## src/rtl/sbec_pkg.sv

```systemverilog
// Shared widths, payload structs and register indexes for the segment box entry clip.
package sbec_pkg;

   // Fixed number formats
   localparam int COORD_WIDTH  = 32;
   localparam int FRAC_BITS    = 16;
   localparam int MARGIN_WIDTH = 31;
   localparam int TOL_WIDTH    = 16;
   // Signed crossing fraction, range [-2, 2] with FRAC_BITS fraction bits
   localparam int T_WIDTH      = FRAC_BITS + 3;
   // Lane pipeline: three front stages, one stage per quotient bit, one ordering stage
   localparam int LANE_LATENCY = FRAC_BITS + 5;
   localparam int CARRY_DEPTH  = FRAC_BITS + 4;
   localparam int PIPE_DEPTH   = LANE_LATENCY + 2;

   localparam logic signed [T_WIDTH-1:0] T_ONE = T_WIDTH'(1) << FRAC_BITS;
   localparam logic [T_WIDTH-1:0] T_SAT = T_WIDTH'(1) << (FRAC_BITS + 1);

   // Configuration register indexes
   localparam int CSR_INDEX_WIDTH = 1;
   localparam logic [CSR_INDEX_WIDTH-1:0] REG_AREA_MARGIN    = 1'b0;
   localparam logic [CSR_INDEX_WIDTH-1:0] REG_ZERO_TOLERANCE = 1'b1;

   typedef struct packed {
      logic signed [COORD_WIDTH-1:0] outside_x;
      logic signed [COORD_WIDTH-1:0] outside_y;
      logic signed [COORD_WIDTH-1:0] outside_z;
      logic signed [COORD_WIDTH-1:0] inside_x;
      logic signed [COORD_WIDTH-1:0] inside_y;
      logic signed [COORD_WIDTH-1:0] inside_z;
      logic [COORD_WIDTH-2:0]        half_x;
      logic [COORD_WIDTH-2:0]        half_y;
      logic [COORD_WIDTH-2:0]        half_z;
   } req_type;

   typedef struct packed {
      logic                          found;
      logic signed [COORD_WIDTH-1:0] border_x;
      logic signed [COORD_WIDTH-1:0] border_y;
      logic signed [COORD_WIDTH-1:0] border_z;
      logic [FRAC_BITS:0]            entry_fraction;
   } rsp_type;

   // Quotient magnitude leaving a divider, with its saturation and sign flags
   typedef struct packed {
      logic [FRAC_BITS:0] q;
      logic               sat;
      logic               neg;
   } div_type;

   // What one axis lane hands to the merge stage
   typedef struct packed {
      logic                          zero;
      logic                          bound_ok;
      logic signed [T_WIDTH-1:0]     t_lo;
      logic signed [T_WIDTH-1:0]     t_hi;
      logic signed [COORD_WIDTH-1:0] s;
      logic signed [COORD_WIDTH:0]   d;
   } lane_type;

endpackage

```

## src/rtl/sbec_merge.sv

```systemverilog
// Merge of the three lanes: entry/exit interval, verdict and entry point.
module sbec_merge import sbec_pkg::*; (
   input  logic     clock,
   input  logic     en,
   input  lane_type lane_in [3],
   output rsp_type  rsp_out
);

   localparam int CW = COORD_WIDTH;

   // M1: fold the lane intervals, keep |d| and signs for the multiply
   logic signed [T_WIDTH-1:0] t_enter, t_exit;
   logic                      all_ok;
   logic                      found_c;
   logic [CW:0]               ud_c [3];

   always_comb begin
      t_enter = '0;
      t_exit  = T_ONE;
      all_ok  = 1'b1;
      for (int a = 0; a < 3; a++) begin
         if (lane_in[a].zero) begin
            all_ok = all_ok & lane_in[a].bound_ok;
         end else begin
            if (lane_in[a].t_lo > t_enter) t_enter = lane_in[a].t_lo;
            if (lane_in[a].t_hi < t_exit)  t_exit  = lane_in[a].t_hi;
         end
         ud_c[a] = lane_in[a].d[CW] ? (~lane_in[a].d + 1'b1) : lane_in[a].d;
      end
      found_c = all_ok && !(t_enter > t_exit);
   end

   logic                 found1_ff;
   logic [FRAC_BITS:0]   enter1_ff;
   logic [CW:0]          ud1_ff  [3];
   logic                 neg1_ff [3];
   logic signed [CW-1:0] s1_ff   [3];

   always_ff @(posedge clock) begin
      if (en) begin
         found1_ff <= found_c;
         enter1_ff <= found_c ? t_enter[FRAC_BITS:0] : '0;
         for (int a = 0; a < 3; a++) begin
            ud1_ff[a]  <= ud_c[a];
            neg1_ff[a] <= lane_in[a].d[CW];
            s1_ff[a]   <= lane_in[a].s;
         end
      end
   end

   // M2: offset magnitudes |d| * t_enter
   logic                    found2_ff;
   logic [FRAC_BITS:0]      enter2_ff;
   logic [CW+FRAC_BITS+1:0] prod2_ff [3];
   logic                    neg2_ff  [3];
   logic signed [CW-1:0]    s2_ff    [3];

   always_ff @(posedge clock) begin
      if (en) begin
         found2_ff <= found1_ff;
         enter2_ff <= enter1_ff;
         for (int a = 0; a < 3; a++) begin
            prod2_ff[a] <= (CW+FRAC_BITS+2)'(ud1_ff[a]) * (CW+FRAC_BITS+2)'(enter1_ff);
            neg2_ff[a]  <= neg1_ff[a];
            s2_ff[a]    <= s1_ff[a];
         end
      end
   end

   // Entry point: start plus signed, truncated offset
   logic [CW-1:0] off [3];
   logic [CW-1:0] pt  [3];

   always_comb begin
      for (int a = 0; a < 3; a++) begin
         off[a] = prod2_ff[a][CW+FRAC_BITS-1:FRAC_BITS];
         pt[a]  = found2_ff ? (s2_ff[a] + (neg2_ff[a] ? -off[a] : off[a])) : '0;
      end
      rsp_out.found          = found2_ff;
      rsp_out.border_x       = pt[0];
      rsp_out.border_y       = pt[1];
      rsp_out.border_z       = pt[2];
      rsp_out.entry_fraction = enter2_ff;
   end

endmodule

```

## config.mk

```make
export PLATFORM = sky130hd
export DESIGN_NAME = sbec_merge
export DESIGN_NICKNAME = d
export VERILOG_FILES = /design/src/rtl/sbec_pkg.sv /design/src/rtl/sbec_merge.sv
export SDC_FILE = /design/constraint.sdc
export NUM_CORES = 2
export LEC_CHECK = 0
export ABC_AREA = 1
export BUFFER_PORTS_ARGS = -buffer_cell sky130_fd_sc_hd__buf_2
export CAP_MARGIN = 20
export CORE_MARGIN = 1.5
export CORE_UTILIZATION = 40
export CTS_CLUSTER_DIAMETER = 30
export CTS_CLUSTER_SIZE = 12
export DETAILED_ROUTE_END_ITERATION = 7
export GPL_TIMING_DRIVEN = 0
export SYNTH_ARGS = -nofsm -noshare
export SYNTH_HDL_FRONTEND = slang
export SYNTH_SLANG_ARGS = --single-unit
```

## constraint.sdc

```tcl
create_clock -name clock -period 6.83 [get_ports clock]
set_clock_uncertainty 0.1 [all_clocks]
set_input_delay 0.3415 -clock clock [delete_from_list [all_inputs] [get_ports clock]]
set_output_delay 0.3415 -clock clock [all_outputs]
set_load 0.02 [all_outputs]
```

Word level (Yosys, flattened, before mapping). Memory sizes are Yosys's and may differ from the RTL's. Index checks and enable logic that the tools add are counted.

Register bits: 36. Bits of input ports: 317. Memories kept: 6. Bits in writable memories: 447.

Memory list: prod2_ff (depth 3, bits a word 50, rd ports 3, clocked after Yosys merged registers in 0, wr ports 3, line sbec_merge.sv:54) `logic [CW+FRAC_BITS+1:0] prod2_ff [3];`; ud1_ff (depth 3, bits a word 33, rd ports 3, clocked after Yosys merged registers in 0, wr ports 3, line sbec_merge.sv:35) `logic [CW:0] ud1_ff [3];`; s1_ff (depth 3, bits a word 32, rd ports 3, clocked after Yosys merged registers in 0, wr ports 3, line sbec_merge.sv:37) `logic signed [CW-1:0] s1_ff [3];`; s2_ff (depth 3, bits a word 32, rd ports 3, clocked after Yosys merged registers in 0, wr ports 3, line sbec_merge.sv:56) `logic signed [CW-1:0] s2_ff [3];`; neg1_ff (depth 3, bits a word 1, rd ports 3, clocked after Yosys merged registers in 0, wr ports 3, line sbec_merge.sv:36) `logic neg1_ff [3];`; neg2_ff (depth 3, bits a word 1, rd ports 3, clocked after Yosys merged registers in 0, wr ports 3, line sbec_merge.sv:55) `logic neg2_ff [3];`.

Magnitude comparators: 7. Reductions and logical operators: 2. Bitwise gates (word level): 5. Add/sub/neg operators: 9. Multiplexer cells: 26. Multiply operators: 3.

Operator list (number): two-way mux 19 bit (12); two-way mux 32 bit (6); multiplier 33 x 17 -> 50 bit (3); adder 33 x 1 -> 33 bit (second input constant) (3); two-way mux 33 bit (3); NOT 33 bit (3); adder 32 bit (3); negator 32 bit (3); greater-than comparator 19 bit (3); less-than comparator 19 bit (2); greater-than comparator 19 x 1 -> 1 bit (second input constant) (1); less-than comparator 19 x 18 -> 1 bit (second input constant) (1); two-way mux 1 bit (5); AND 1 bit (2); logical AND 1 bit (1); zero test 1 bit (1).

Longest topological paths before layout.
Depth in word-level cells: 12. Mapped depth: 45. Mapped depth without buffers: 40.

Worst setup path after synthesis. No wires, ideal clock.

Path type: input to register. From: input lane_in[300] (netlist name). To: register enter1_ff[10] (data pin). Setup time: 0.265 ns. Data arrival time: 5.879 ns. Setup slack: 0.586 ns. Stages: 45. Required time: 6.465 ns. Path buffers: 5. Cells stage by stage: nor4_1 nand3_1 nand3b_1 and3_1 clkbuf_1 clkbuf_1 nand2_1 ha_1 nand3_1 inv_2 a21oi_1 o21ai_0 a21oi_1 nand3_1 xor2_1 nand2_1 buf_2 nand2_1 (+9 left out) nand2_1 buf_1 nand2_1 o21ai_1 inv_1 ha_1 nand2_1 a21oi_1 a211o_1 nand2_1 o211ai_1 nand2_1 a31oi_1 nor2_1 a21boi_1 inv_2 clkbuf_1 nor2_1.

Cells in the longest elaborated chain, start to end: 12.

Ends and longest elaborated chain: start: declaration (line sbec_merge.sv:5) `input lane_type lane_in [3],`; greater-than comparator 19 x 1 -> 1 bit (line sbec_merge.sv:25) `if (lane_in[a].t_lo > t_enter) t_enter = lane_in[a].t_lo;`; two-way mux 19 bit * (line sbec_merge.sv:25); two-way mux 19 bit * (line sbec_merge.sv:22) `if (lane_in[a].zero) begin`; greater-than comparator 19 bit (line sbec_merge.sv:25); two-way mux 19 bit (line sbec_merge.sv:25); two-way mux 19 bit * (line sbec_merge.sv:22); greater-than comparator 19 bit (line sbec_merge.sv:25); two-way mux 19 bit (line sbec_merge.sv:25); two-way mux 19 bit * (line sbec_merge.sv:22); net t_enter[5] (line sbec_merge.sv:12) `logic signed [T_WIDTH-1:0] t_enter, t_exit;`; greater-than comparator 19 bit * (line sbec_merge.sv:30) `found_c = all_ok && !(t_enter > t_exit);`; zero test 1 bit * (line sbec_merge.sv:30); logical AND 1 bit * (line sbec_merge.sv:30); net found_c (line sbec_merge.sv:14) `logic found_c;`; end signal: assignment (line sbec_merge.sv:42) `enter1_ff <= found_c ? t_enter[FRAC_BITS:0] : '0;`; end: declaration (line sbec_merge.sv:34) `logic [FRAC_BITS:0] enter1_ff;`.

The timed path passes the listed nets; every way through them passes the cells marked *. A chain may end at the register's enable or synchronous reset.

==> results.ini <==
[yosys]
synthDominantCellAreaShare_pct = 35.6
yosysSeqAreaShare_pct = 16.5
synth_most_common_cell = nand2_1
synthFlopType = edfxtp_1
ys.warnings.count = 0
synth_cells = 9460
synth_area_leader_cell = fa_1
syn_avg_cell_area_sq_um = 8.23
synth.top_cells.by_count = 2412 x nand2_1, 2256 x inv_1, 1386 x fa_1, 526 x ha_1, 449 x nor2_1
ys_top_cells_by_area = fa_1 36%, edfxtp_1 17%, nand2_1 12%
netlist_area_sq_um = 77900
synthArstFlopShare_pct = 0
synth_nets = 11700
synth_edf_count = 429
synth.distinct_cells = 60
yosys_register_bits = 429

[clock_tree]
cts_buffers = 109
cts_tree = yes
clk_pin_slew_ns = 0.04
cts.htree.levels = 3
root_buffer = clkbuf_16
clock-sinks = 429
insertion_delay_ns = 0.76
cts_max_path_buffers = 3

[final_layout]
fin_nets = 12500
area_growth_pct = 18.2
layout-drive-gt1-share_pct = 11.5
multi_input_area_sq_um = 55600
fill_cells = 18800
ff_latch_area_sq_um = 12900

[floorplanning]
die-width_microns = 444
io_pins = 431
core_area_sq_um = 193000
dieArea_sq_um = 197000
start_util_pct = 40.3
rows = 161
die_y_microns = 444

[worst_hold_path]
hold_depth = 5
hold_class = primary input to flop

[placed_design]
numPortBuffers = 430
place.gp.congestion = 0.999
dp.final_hpwl_mm = 236
dpl_worst_slack_ns = -2.00

[routing]
avgViaCountPerCell = 5.13
antenna_left = 0
wl_per_cell_microns = 22.2
num_vias = 66300
routed_wl_mm = 286
firstDrtPassIters = 6
drc = 0
first_iter_violations = 5023

[sta]
rsz0062_at_grt = yes
worst_pin_slew_ns = 1.11
setup_viol = 0
finalCritPeriodShare_pct = 98.9
slew_viol_final = 0
fin_ws_ns = 0.0769
max_freq_mhz = 148
whs_ns = 0.0348
slew_headroom_pct = 26.0
finalHoldViolations = 0
min_period_ns = 6.75

[worst_setup_path]
crit_type = flop to flop
r2r_cells = 22
cp-start-kind = flop
required_ns = 7.27
end_kind = flop
cp_max_fo = 7
crit_arrival_ns = 7.19

[run_status]
status = complete, no violations

[grt]
grt_max_degree = 124
grt_overflow_total = 0
antenna_found_initial = 30
grt_pass1_wl_mm = 428
grt_pass1_vias = 69400
grt_usage_pct = 29.1

[run]
max_cap_violations = 0

metal layers:
metal | GRT usage, % | wire (microns) | part of all wire (%)
met1 | 37.4 | 117000 | 41
met3 | 6.76 | 25600 | 8.9
met5 | 0 | 138 | 0.048
met4 | 14.1 | 15500 | 5.4
met2 | 46.4 | 128000 | 45
registers in the layout, summed over array words and instances, names as in the netlist:
register / cells
enter1_ff: 17
enter2_ff: 17
found1_ff: 1
found2_ff: 1
neg1_ff: 3
neg2_ff: 3
prod2_ff: 96
s1_ff: 96
s2_ff: 96
ud1_ff: 99
critical path, stage by stage, from the launching register on:
cell and delay (ns):
edfxtp_1 0.46, buf_16 0.20, buf_2 0.25, buf_8 0.21
nand2_1 0.06, inv_1 0.06, fa_1 0.53, inv_1 0.07
fa_1 0.58, fa_1 0.47, fa_1 0.57, fa_1 0.43
fa_1 0.55, inv_1 0.06, ha_1 0.47, nand2_1 0.13
nor2_1 0.20, inv_1 0.10, nor3_1 0.26, nand3_1 0.13
nand3_1 0.24, a21oi_2 0.10, xor2_1 0.28
placed cells by master, fill, tap and decap left out, types with 14 or more instances in the layout:
cell / n
nor4_1: 27
clkbuf_4: 38
bufinv_16: 14
buf_2: 464
nor2_1: 443
o221ai_1: 14
inv_2: 16
buf_6: 21
o21a_1: 33
buf_8: 16
buf_4: 133
clkbuf_1: 69
nand3_1: 102
clkinv_1: 16
clkbuf_2: 136
a21oi_2: 20
fa_1: 1385
a31oi_1: 35
o21ai_0: 214
xor2_1: 193
dlygate4sd3_1: 240
edfxtp_1: 429
nor3_1: 63
nand4_1: 62
xnor2_1: 101
inv_1: 2256
o21ai_1: 88
nand2_1: 2404
clkinv_2: 16
xor2_2: 15
clkbuf_16: 113
a21oi_1: 404
ha_1: 504
path summary, 6_finish.rpt:
check	to	slack, ns	from
hold / removal	enter1_ff[6]$_SDFFCE_PN0P_	0.03	lane_in[195]
setup / recovery	prod2_ff[0][95]$_DFFE_PP_	0.08	enter1_ff[2]$_SDFFCE_PN0P_
hold reg to reg	s2_ff[0][40]$_DFFE_PP_	0.30	s1_ff[0][40]$_DFFE_PP_
setup reg to reg	prod2_ff[0][95]$_DFFE_PP_	0.08	enter1_ff[2]$_SDFFCE_PN0P_
per-stage QoR:
step	instances	instance area [sq um]	utilization, %	setup TNS (ns)
floorplan	9460	77900	-	0
global placement	12400	83200	43.1	-661.14
detailed placement	12400	83600	43.3	-137.42
CTS	12900	90800	47.1	-0.0503
global route	12900	92000	47.7	-0.183
finish	12900	92000	47.7	0
area by class of cell:
type	count	share of cell area, %
antenna	11	0.0299
buffer	317	2.09
clock buffer	125	3.03
clock inverter	80	1.07
inverter	2275	9.28
multi-input combinational	6326	60.4
sequential	429	14.0
tap	2526	3.43
timing repair buffer	820	6.63
cell families (layout without fill, tap and decap cells):
kind of cell,Yosys count,after routing,share of synthesized area (%)
flops,429,429,16.5
compound gates,914,914,6.42
xor+xnor,320,320,3.60
fa+ha+maj,1912,1912,44.1
other cells,1,12,0.00482
buf+inv,2705,3617,13.1
simple gates,3179,3179,16.2
repair_timing:
item,in CTS,in global routing
hold buffers,240,0
setup buffers,51,75
gates resized for setup,326,333
endpoints found under the hold margin,215,0
pin swaps,3,21
setup endpoints to repair,113,82
cloned,0,1
Power is left out: the tool's default activity adds up to more than one toggle a clock period on the data nets, which glitch-free logic cannot reach.
